$ cat config.mk
export PLATFORM = sky130hd
export DESIGN_NAME = threshold_rule_monitor_top
export DESIGN_NICKNAME = d
export VERILOG_FILES = /design/src/rtl/trm_pkg.sv /design/src/rtl/threshold_rule_monitor_top.sv
export VERILOG_INCLUDE_DIRS = /design/src /design/src/rtl
export SDC_FILE = /design/constraint.sdc
export NUM_CORES = 2
export LEC_CHECK = 0
export BUFFER_PORTS_ARGS = -buffer_cell sky130_fd_sc_hd__buf_2
export CAP_MARGIN = 20
export CORE_MARGIN = 3
export CORE_UTILIZATION = 50
export DETAILED_ROUTE_END_ITERATION = 7
export PLACE_DENSITY = 0.74
export SLEW_MARGIN = 40
export SYNTH_ARGS = -nofsm -noshare
export SYNTH_HDL_FRONTEND = slang
export SYNTH_SLANG_ARGS = --single-unit
$ cat constraint.sdc
create_clock -name clock -period 58.3 [get_ports clock]
set_clock_uncertainty 0.15 [all_clocks]
set_input_delay 5.83 -clock clock [delete_from_list [all_inputs] [get_ports clock]]
set_output_delay 5.83 -clock clock [all_outputs]
set_load 0.05 [all_outputs]
$ cat src/rtl/threshold_rule_monitor_top_assert.svh
// Assertion macros for the rule monitor top level.
// Each macro expects signals named clock and reset in the enclosing scope.
`ifndef THRESHOLD_RULE_MONITOR_TOP_ASSERT_SVH
`define THRESHOLD_RULE_MONITOR_TOP_ASSERT_SVH

// Same-cycle implication, checked outside reset.
`define TRM_ASSERT_NOW(lbl, ante, cons, msg) \
   lbl: assert property (@(posedge clock) disable iff (reset) (ante) |-> (cons)) \
      else $error(msg);

// Next-cycle implication, checked outside reset.
`define TRM_ASSERT_NEXT(lbl, ante, cons, msg) \
   lbl: assert property (@(posedge clock) disable iff (reset) (ante) |=> (cons)) \
      else $error(msg);

`endif

$ cat src/rtl/trm_pkg.sv
package trm_pkg;

   // Request kinds.
   localparam logic KIND_EVAL  = 1'b0;
   localparam logic KIND_WRITE = 1'b1;

   // Comparison codes; the two highest codes never compare true.
   localparam logic [2:0] CMP_GT = 3'd0;
   localparam logic [2:0] CMP_LT = 3'd1;
   localparam logic [2:0] CMP_GE = 3'd2;
   localparam logic [2:0] CMP_LE = 3'd3;
   localparam logic [2:0] CMP_EQ = 3'd4;
   localparam logic [2:0] CMP_NE = 3'd5;

   // Action codes; the unused fourth code acts as an alert.
   localparam logic [1:0] ACT_MACRO = 2'd0;
   localparam logic [1:0] ACT_LOG   = 2'd1;
   localparam logic [1:0] ACT_ALERT = 2'd2;

   // Register byte address of the global enable.
   localparam logic CSR_RULES_ON_ADDR = 1'b0;

   // Static part of one rule, written by write requests only.
   typedef struct packed {
      logic [2:0]  compare;
      logic [15:0] threshold;
      logic [31:0] hold_ms;
      logic [31:0] cooldown_ms;
      logic [1:0]  action;
      logic [7:0]  macro_num;
   } rule_cfg_type;

   // Timing part of one rule, updated by evaluate requests.
   typedef struct packed {
      logic [31:0] true_since;
      logic [31:0] last_fire;
   } rule_time_type;

endpackage

$ cat src/rtl/threshold_rule_monitor_top.sv
// Rule monitor: a request is taken when start is high and busy is low. In the cycle
// after acceptance busy is high while the rule entry, read from the rule and timing
// memories, is compared and its timing written back. The result then shows on the rsp_
// ports for exactly one cycle, marked by rsp_valid, and cannot be held off, so the
// receiver must take it in that cycle. Every request, write or evaluate, gives exactly
// one result. Rule writes take effect at acceptance. No clearing pass runs after reset:
// per-rule valid bits stand in for cleared entries.
`include "threshold_rule_monitor_top_assert.svh"

module threshold_rule_monitor_top
   import trm_pkg::*;
#(
   parameter int NUM_RULES = 8
) (
   input  logic               clock,
   input  logic               reset,
   // Request channel.
   input  logic               start,
   output logic               busy,
   input  logic               req_kind,
   input  logic [2:0]         req_rule_index,
   input  logic signed [15:0] req_sample_value,
   input  logic [31:0]        req_now_ms,
   input  logic               req_new_enable,
   input  logic [2:0]         req_new_compare,
   input  logic signed [15:0] req_new_threshold,
   input  logic [31:0]        req_new_hold_ms,
   input  logic [31:0]        req_new_cooldown_ms,
   input  logic [1:0]         req_new_action,
   input  logic [7:0]         req_new_action_arg,
   // Result channel.
   output logic               rsp_valid,
   output logic               rsp_fired,
   output logic [2:0]         rsp_fired_rule,
   output logic signed [15:0] rsp_fired_value,
   output logic [1:0]         rsp_action_kind,
   output logic [7:0]         rsp_action_value,
   output logic [31:0]        rsp_total_fires,
   // Configuration port.
   input  logic               psel,
   input  logic               penable,
   input  logic               pwrite,
   input  logic               paddr,
   input  logic [31:0]        pwdata,
   output logic [31:0]        prdata,
   output logic               pready
);

   localparam int AW = (NUM_RULES > 1) ? $clog2(NUM_RULES) : 1;

   // Memories and per-entry flags.
   rule_cfg_type            cfg_mem  [NUM_RULES];
   rule_time_type           time_mem [NUM_RULES];
   logic [NUM_RULES-1:0]    enabled_ff;
   logic [NUM_RULES-1:0]    time_vld_ff;

   // Control registers.
   logic                    rules_on_ff;
   logic [31:0]             fire_cnt_ff, fire_cnt_in;

   // Stage one: request held while its entry is read.
   logic                    s1_valid_ff;
   logic                    s1_kind_ff;
   logic [2:0]              s1_index_ff;
   logic [AW-1:0]           s1_addr_ff;
   logic                    s1_in_range_ff;
   logic                    s1_enabled_ff;
   logic                    s1_time_vld_ff;
   logic signed [15:0]      s1_sample_ff;
   logic [31:0]             s1_now_ms_ff;
   rule_cfg_type            cfg_rd_ff;
   rule_time_type           time_rd_ff;

   // Result registers.
   logic                    rsp_valid_ff;
   logic                    rsp_fired_ff, rsp_fired_in;
   logic [2:0]              rsp_rule_ff;
   logic signed [15:0]      rsp_value_ff, rsp_value_in;
   logic [1:0]              rsp_action_ff, rsp_action_in;
   logic [7:0]              rsp_macro_ff, rsp_macro_in;

   logic                    accept;
   logic [AW-1:0]           req_addr;
   logic                    req_in_range;
   rule_cfg_type            new_cfg;

   logic                    active;
   logic                    cond_true;
   logic [31:0]             since_old;
   logic [31:0]             last_old;
   logic [31:0]             since_new;
   logic                    hold_ok;
   logic                    cool_ok;
   logic                    fire;
   rule_time_type           time_wr;

   logic                    csr_wr;

   // Request acceptance and address decode.
   assign busy         = s1_valid_ff;
   assign accept       = start && !s1_valid_ff;
   assign req_addr     = AW'(req_rule_index);
   assign req_in_range = (32'(req_rule_index) < NUM_RULES);

   // Entry to store on a write request, with the unused action code folded to alert.
   always_comb begin
      new_cfg.compare     = req_new_compare;
      new_cfg.threshold   = req_new_threshold;
      new_cfg.hold_ms     = req_new_hold_ms;
      new_cfg.cooldown_ms = req_new_cooldown_ms;
      new_cfg.action      = (req_new_action > ACT_ALERT) ? ACT_ALERT : req_new_action;
      new_cfg.macro_num   = req_new_action_arg;
   end

   // Rule memory: written and read at acceptance.
   always_ff @(posedge clock) begin
      if (accept && req_kind == KIND_WRITE && req_in_range) begin
         cfg_mem[req_addr] <= new_cfg;
      end
      if (accept) begin
         cfg_rd_ff <= cfg_mem[req_addr];
      end
   end

   // Timing memory: read at acceptance, written back from stage one.
   always_ff @(posedge clock) begin
      if (active) begin
         time_mem[s1_addr_ff] <= time_wr;
      end
      if (accept) begin
         time_rd_ff <= time_mem[req_addr];
      end
   end

   // Enable flags and timing valid flags, cleared by reset.
   always_ff @(posedge clock) begin
      if (reset) begin
         enabled_ff  <= '0;
         time_vld_ff <= '0;
      end else begin
         if (accept && req_kind == KIND_WRITE && req_in_range) begin
            enabled_ff[req_addr] <= req_new_enable;
         end
         if (active) begin
            time_vld_ff[s1_addr_ff] <= 1'b1;
         end
      end
   end

   // Stage one control.
   always_ff @(posedge clock) begin
      if (reset) begin
         s1_valid_ff <= 1'b0;
      end else begin
         s1_valid_ff <= accept;
      end
   end

   // Stage one payload.
   always_ff @(posedge clock) begin
      if (accept) begin
         s1_kind_ff     <= req_kind;
         s1_index_ff    <= req_rule_index;
         s1_addr_ff     <= req_addr;
         s1_in_range_ff <= req_in_range;
         s1_enabled_ff  <= req_in_range && enabled_ff[req_addr];
         s1_time_vld_ff <= req_in_range && time_vld_ff[req_addr];
         s1_sample_ff   <= req_sample_value;
         s1_now_ms_ff   <= req_now_ms;
      end
   end

   // Comparison of the sample against the stored threshold.
   always_comb begin
      case (cfg_rd_ff.compare)
         CMP_GT:  cond_true = s1_sample_ff >  $signed(cfg_rd_ff.threshold);
         CMP_LT:  cond_true = s1_sample_ff <  $signed(cfg_rd_ff.threshold);
         CMP_GE:  cond_true = s1_sample_ff >= $signed(cfg_rd_ff.threshold);
         CMP_LE:  cond_true = s1_sample_ff <= $signed(cfg_rd_ff.threshold);
         CMP_EQ:  cond_true = s1_sample_ff == $signed(cfg_rd_ff.threshold);
         CMP_NE:  cond_true = s1_sample_ff != $signed(cfg_rd_ff.threshold);
         default: cond_true = 1'b0;
      endcase
   end

   // Hold and cooldown checks; time differences wrap at 32 bits.
   always_comb begin
      active    = s1_valid_ff && s1_kind_ff == KIND_EVAL && s1_in_range_ff
                  && rules_on_ff && s1_enabled_ff;
      since_old = s1_time_vld_ff ? time_rd_ff.true_since : 32'd0;
      last_old  = s1_time_vld_ff ? time_rd_ff.last_fire : 32'd0;
      since_new = (since_old == 32'd0) ? s1_now_ms_ff : since_old;
      hold_ok   = (cfg_rd_ff.hold_ms == 32'd0)
                  || ((s1_now_ms_ff - since_new) >= cfg_rd_ff.hold_ms);
      cool_ok   = (s1_now_ms_ff - last_old) >= cfg_rd_ff.cooldown_ms;
      fire      = active && cond_true && hold_ok && cool_ok;

      time_wr.true_since = cond_true ? since_new : 32'd0;
      time_wr.last_fire  = fire ? s1_now_ms_ff : last_old;

      fire_cnt_in   = fire ? fire_cnt_ff + 32'd1 : fire_cnt_ff;
      rsp_fired_in  = fire;
      rsp_value_in  = fire ? s1_sample_ff : 16'sd0;
      rsp_action_in = fire ? cfg_rd_ff.action : ACT_MACRO;
      rsp_macro_in  = fire ? cfg_rd_ff.macro_num : 8'd0;
   end

   // Fire counter and result strobe.
   always_ff @(posedge clock) begin
      if (reset) begin
         fire_cnt_ff  <= 32'd0;
         rsp_valid_ff <= 1'b0;
         rsp_fired_ff <= 1'b0;
      end else begin
         fire_cnt_ff  <= fire_cnt_in;
         rsp_valid_ff <= s1_valid_ff;
         rsp_fired_ff <= rsp_fired_in;
      end
   end

   // Result payload.
   always_ff @(posedge clock) begin
      if (s1_valid_ff) begin
         rsp_rule_ff   <= s1_index_ff;
         rsp_value_ff  <= rsp_value_in;
         rsp_action_ff <= rsp_action_in;
         rsp_macro_ff  <= rsp_macro_in;
      end
   end

   assign rsp_valid        = rsp_valid_ff;
   assign rsp_fired        = rsp_fired_ff;
   assign rsp_fired_rule   = rsp_rule_ff;
   assign rsp_fired_value  = rsp_value_ff;
   assign rsp_action_kind  = rsp_action_ff;
   assign rsp_action_value = rsp_macro_ff;
   assign rsp_total_fires  = fire_cnt_ff;

   // Configuration register.
   assign csr_wr = psel && penable && pwrite && pready;
   assign pready = 1'b1;
   assign prdata = (paddr == CSR_RULES_ON_ADDR) ? {31'd0, rules_on_ff} : 32'd0;

   always_ff @(posedge clock) begin
      if (reset) begin
         rules_on_ff <= 1'b0;
      end else if (csr_wr && paddr == CSR_RULES_ON_ADDR) begin
         rules_on_ff <= pwdata[0];
      end
   end

   // Checks on the request flow and the fire counter.
   `TRM_ASSERT_NEXT(a_busy_one_cycle, busy, !busy, "busy held longer than one cycle")
   `TRM_ASSERT_NOW(a_rsp_after_busy, rsp_valid, $past(busy), "result without a request")
   `TRM_ASSERT_NOW(a_fired_strobed, rsp_fired, rsp_valid, "fire flag outside a result")
   `TRM_ASSERT_NOW(a_count_step, rsp_fired, fire_cnt_ff == $past(fire_cnt_ff) + 32'd1,
      "fire counter did not advance on a firing")

endmodule

---- Word-level counts from Yosys, hierarchy flattened ----
Memories as Yosys holds them, arrays and structs flattened. A register that Yosys moved wholly into a read port is not among the register bits.
Index checks and enable logic that the tools add are counted.
storage, ports and cells
  word-level logic and storage cells ...... 82
  output and inout port bits .............. 97
  memories ................................ 2
  input bits .............................. 185
  flip-flop bits (word level) ............. 135
  bits in writable memories ............... 1256
memory list
  name      depth  width  rd ports  clocked after memory_dff  wr ports  line                              RTL
  cfg_mem   8      93     1         1                         1         threshold_rule_monitor_top.sv:52  rule_cfg_type cfg_mem [NUM_RULES];
  time_mem  8      64     1         1                         1         threshold_rule_monitor_top.sv:53  rule_time_type time_mem [NUM_RULES];
cells by class
  add/sub/neg operators ................... 3
  multiplexer cells ....................... 21
  bitwise operators ....................... 3
  magnitude comparators ................... 11
  eq/ne operators ......................... 7
  reduce and logical (&&, ||, !) cells .... 18
operators with widths
  cell                   count
  $mux 32                5
  $ge 32x32->1           2
  $logic_not 32->1       2
  $sub 32x32->32         2
  $add 32x1->32 const B  1
  $eq 16x16->1           1
  $ge 16x16->1           1
  $gt 16x16->1           1
  $le 16x16->1           1
  $lt 16x16->1           1
  $ne 16x16->1           1
  $logic_and 1x1->1      13
  $mux 1                 9
  $bwmux 8               1
  $lt 3x4->1 const B     2
  $or 8x8->8             1
  $bmux 1 s3             2
  $demux 1 s3            2
  $eq 3x2->1 const B     2
  $eq 3x3->1 const B     2
  $ge 3x1->1 const B     2
  $pmux 1 s6             1
  $eq 3x1->1 const B     1
  $logic_not 3->1        1
  other kinds (5)        6

---- Logic depth before layout (Yosys ltp) ----
  depth after elaboration ................. 9
  gate-level depth with buffers ........... 27
  depth with buffers taken out ............ 25

---- Worst setup path after synthesis ----
Ideal clock, no wire load.
  path kind ............................... input -> register
  start ................................... input start
  end ..................................... register enabled_ff[1]
  library setup time ...................... 0.128 ns
  setup slack ............................. 34.064 ns
  arrival ................................. 23.958 ns
  data required time ...................... 58.022 ns
  stages on the path ...................... 5
  path buffers ............................ 0
  path through ............................ nor2b_1 > nand3_1 > nor3_1 > mux2i_1 > nor2_1
between the ends
  cells in the longest elaborated chain, start to end .. 2
ends and longest elaborated chain
  element                         line                               RTL
  start: declaration              threshold_rule_monitor_top.sv:18   input logic start,
  $logic_and 1x1->1               threshold_rule_monitor_top.sv:101  assign accept = start && !s1_valid_ff;
  $logic_and 1x1->1               threshold_rule_monitor_top.sv:141  if (accept && req_kind == KIND_WRITE && req_in_range) begin
  end signal: indexed assignment  threshold_rule_monitor_top.sv:142  enabled_ff[req_addr] <= req_new_enable;
  end: declaration                threshold_rule_monitor_top.sv:54   logic [NUM_RULES-1:0] enabled_ff;
Every way passes these cells.
A chain may end at the register's enable or synchronous reset.

---- Worst setup path after layout ----
  start ................................... input paddr
  end ..................................... output prdata[0]
between the ends
  cells in the longest elaborated chain, start to end .. 1
ends and longest elaborated chain
  element             line                               RTL
  start: declaration  threshold_rule_monitor_top.sv:43   input logic paddr,
  $mux 1              threshold_rule_monitor_top.sv:242  assign prdata = (paddr == CSR_RULES_ON_ADDR) ? {31'd0, rules_on_ff} : 32'd0;
  end: declaration    threshold_rule_monitor_top.sv:45   output logic [31:0] prdata,
Every way passes these cells.

==> insert_results.sql <==
INSERT INTO impl_metrics (metric_group, metric, value, unit) VALUES
('power_and_ir_drop', 'ir_drop', '30.3', 'µV'),
('critical_path', 'r2r-end', 'time_mem[3][22]$_DFFE_PP_', ''),
('timing', 'rsz_0062_raised_after_global_routing', 'no', ''),
('floorplan', 'design.core.area', '126000', 'µm²'),
('clock_network', 'cts_repair_resize_count', '0', ''),
('timing', 'timing.slew.headroom', '0.438', ''),
('clock_network', 'cts.clk_slew.worst_paths', '0.05', 'ns'),
('timing', 'setup-tns-final', '0', 'ns'),
('power_and_ir_drop', 'total_switching_power', '0.531', 'mW'),
('timing', 'achievable-frequency', '81.4', 'MHz'),
('place', 'dp_hpwl', '81800', 'µm'),
('route', 'wirelength', '139000', 'µm'),
('clock_network', 'cts.root.buffer_cell', 'sky130_fd_sc_hd__clkbuf_16', ''),
('global_route', 'antenna_violations_before_repair', '41', ''),
('timing', 'hold_viol_final', '0', ''),
('finish', 'area_delta_synth_final', '13.3', '%'),
('floorplan', 'die_width', '362', 'µm'),
('finish', 'fin_nets', '3983', ''),
('route', 'routed_wirelength_normalized_by_instance_count', '25.6', 'µm'),
('synth', 'synth-async-reset-ratio', '0', ''),
('global_route', 'grt_pass1_vias', '32400', ''),
('power_and_ir_drop', 'power.share.combinational', '0.073', ''),
('timing', 'fin_hold_ws', '0.317', 'ns'),
('critical_path', 'startpoint_type', 'primary input', ''),
('floorplan', 'fp-row-count', '130', ''),
('hold_path', 'min_path_type', 'reg2reg', ''),
('clock_network', 'cts_htree_levels', '4', ''),
('synth', 'syn_area', '63500', 'µm²'),
('critical_path', 'r2r_start', 'time_rd_ff[63]$_DFFE_PP_', ''),
('floorplan', 'die_h', '362', 'µm'),
('finish', 'final_cells', '5446', ''),
('run', 'maxCapViolCount', '0', ''),
('floorplan', 'ioPinCount', '282', ''),
('finish', 'final.fill_count', '9186', ''),
('route', 'avgViaCountPerCell', '5.92', ''),
('place', 'finalWeightedCongestion', '0.858', ''),
('synth', 'most_used_standard_cells_in_the_synthesized_netlist', 'sky130_fd_sc_hd__edfxtp_1 (1496), sky130_fd_sc_hd__mux4_2 (318), sky130_fd_sc_hd__mux2_2 (175)', ''),
('synth', 'post_synth_inst_count', '3359', ''),
('critical_path', 'launch_point_of_the_critical_path', 'paddr', ''),
('timing', 'setup_violations', '0', ''),
('clock_network', 'clock_sink_count', '1548', ''),
('critical_path', 'crit_end', 'prdata[0]', ''),
('synth', 'post_synth.cell_area_avg', '18.9', 'µm²'),
('finish', 'final_layout_size_suffix_gt1_frac', '0.272', ''),
('run_status', 'outcome', 'finished clean', ''),
('clock_network', 'post-cts-setup-buffers', '0', ''),
('synth', 'synthMostInstantiatedCell', 'sky130_fd_sc_hd__edfxtp_1', ''),
('synth', 'yosysWarningCount', '0', ''),
('power_and_ir_drop', 'finalPower', '2.42', 'mW'),
('synth', 'synth_top_area_cell', 'sky130_fd_sc_hd__edfxtp_1', ''),
('critical_path', 'crit_path_max_fanout', '2', ''),
('clock_network', 'insertion_delay', '0.78', 'ns'),
('global_route', 'globalRoute.totalOverflow', '0', ''),
('place', 'port-buffer-count', '218', ''),
('place', 'place_inst', '5150', ''),
('synth', 'synth_area_leaders', 'sky130_fd_sc_hd__edfxtp_1 (71%), sky130_fd_sc_hd__mux4_2 (11%), sky130_fd_sc_hd__mux2_2 (3.1%), sky130_fd_sc_hd__ha_1 (2.8%), sky130_fd_sc_hd__dfxtp_1 (1.6%)', ''),
('critical_path', 'worstPathArrival', '6.30', 'ns'),
('floorplan', 'floorplan.initialDensity', '0.505', ''),
('power_and_ir_drop', 'clockPowerShare', '0.409', ''),
('clock_network', 'cts_max_path_buffers', '3', ''),
('synth', 'distinct_cell_type_count_of_the_synthesized_netlist', '69', ''),
('timing', 'timing_max_transition_violations_final', '0', ''),
('timing', 'final.period_utilization', '0.211', ''),
('route', 'drc_errors', '0', ''),
('clock_network', 'cts_inserted_buffers', '151', ''),
('finish', 'final_core_utilization', '0.572', ''),
('synth', 'ys.flop_type', 'sky130_fd_sc_hd__edfxtp_1', ''),
('route', 'antenna_violating_nets_post_route', '0', ''),
('global_route', 'grt_start_max_net_pins', '95', ''),
('critical_path', 'cp_data_required_time', '52.32', 'ns'),
('power_and_ir_drop', 'power.density', '33.6', 'nW/µm²');
==> sequential cells by signal, summed over array words and instances (netlist names) <==
signal	cells
cfg_mem	744
s1_time_vld_ff	1
rsp_valid	1
rsp_action_kind	2
rules_on_ff	1
s1_now_ms_ff	32
rsp_total_fires	32
rsp_fired_value	16
time_vld_ff	8
s1_sample_ff	16
rsp_action_value	8
s1_addr_ff	3
enabled_ff	8
time_mem	512
busy	1
s1_kind_ff	1
cfg_rd_ff	93
s1_enabled_ff	1
rsp_fired_rule	3
time_rd_ff	64
rsp_fired	1
==> cells by family after synthesis <==
family	Yosys count	synth area share
DFF	1548	0.724
and+or+nand+nor	493	0.0393
xor gates and xnor gates	48	0.00662
other	2	0.000118
buffers and inverters	298	0.0203
adders and majority gates	145	0.0288
muxes	540	0.151
AOI/OAI and AO/OA	285	0.0299
==> final cells by class <==
type	count	area (µm²)	share of cell area
sequential	1548	46000	0.639
multi-input combinational	1543	16500	0.230
clock buffer	187	4070	0.0566
tap	1650	2060	0.0287
timing repair buffer	278	1790	0.0249
clock inverter	88	1000	0.0139
inverter	131	492	0.00683
antenna	21	52.6	0.000730
==> worst min-delay path by stage <==
stage | startpoint | slack, ns | cells after the start | endpoint
2_1_floorplan | time_vld_ff[2]$_SDFFE_PP0P_ | 0.28 | 2 | time_vld_ff[2]$_SDFFE_PP0P_
3_3_place_gp | time_vld_ff[6]$_SDFFE_PP0P_ | 0.29 | 2 | time_vld_ff[6]$_SDFFE_PP0P_
3_5_place_dp | time_vld_ff[6]$_SDFFE_PP0P_ | 0.31 | 2 | time_vld_ff[6]$_SDFFE_PP0P_
4_1_cts | time_vld_ff[6]$_SDFFE_PP0P_ | 0.32 | 2 | time_vld_ff[6]$_SDFFE_PP0P_
5_1_grt | time_vld_ff[1]$_SDFFE_PP0P_ | 0.35 | 2 | time_vld_ff[1]$_SDFFE_PP0P_
6_report | time_vld_ff[2]$_SDFFE_PP0P_ | 0.32 | 2 | time_vld_ff[2]$_SDFFE_PP0P_
==> stage by stage <==
stage          cell area (µm²)  setup WS (ns)
2_1_floorplan            63600          34.06
6_report                 72000          46.02
3_5_place_dp             66800          46.02
4_1_cts                  71900          46.02
3_3_place_gp             66600          46.03
5_1_grt                  71900          46.00
==> worst max-delay path, stage by stage <==
cell                      delay [ns]
sky130_fd_sc_hd__buf_2          0.10
sky130_fd_sc_hd__nor2b_1        0.10
sky130_fd_sc_hd__buf_2          0.27
==> layout by cell type (no fill, tap or decap), drive strengths merged, types with 27 or more instances in the layout <==
| master | count |
|---|---|
| a21o | 44 |
| a21oi | 70 |
| a22oi | 30 |
| and2 | 35 |
| buf | 277 |
| clkbuf | 188 |
| clkinv | 60 |
| conb | 32 |
| dfxtp | 52 |
| edfxtp | 1496 |
| ha | 143 |
| inv | 138 |
| mux2 | 187 |
| mux2i | 35 |
| mux4 | 318 |
| nand2 | 82 |
| nand3 | 31 |
| nand4 | 27 |
| nor2 | 139 |
| nor2b | 50 |
| nor3 | 42 |
| o21ai | 47 |
| xnor2 | 37 |
==> power by group through the flow <==
| stage | clock network, mW | logic, mW | registers, mW |
|---|---|---|---|
| 3_3_place_gp | 0 | 0.172 | 1.28 |
| 6_report | 0.988 | 0.178 | 1.25 |
| 2_1_floorplan | 0 | 0.123 | 1.28 |
| 5_1_grt | 1.05 | 0.195 | 1.25 |
| 3_5_place_dp | 0 | 0.176 | 1.28 |
| 4_1_cts | 1.01 | 0.178 | 1.25 |
==> per-layer routing <==
layer | share of wire | wire (µm) | up-vias | global-route usage
met1 | 0.42 | 57900 | 16700 | 0.297
met2 | 0.49 | 67800 | 1155 | 0.344
met5 | 0.00088 | 123 | - | 0
met4 | 0.023 | 3140 | 20 | 0.0658
met3 | 0.074 | 10300 | 223 | 0.0440
li1 | - | - | 14100 | -
(Power assumes the default switching activity.)
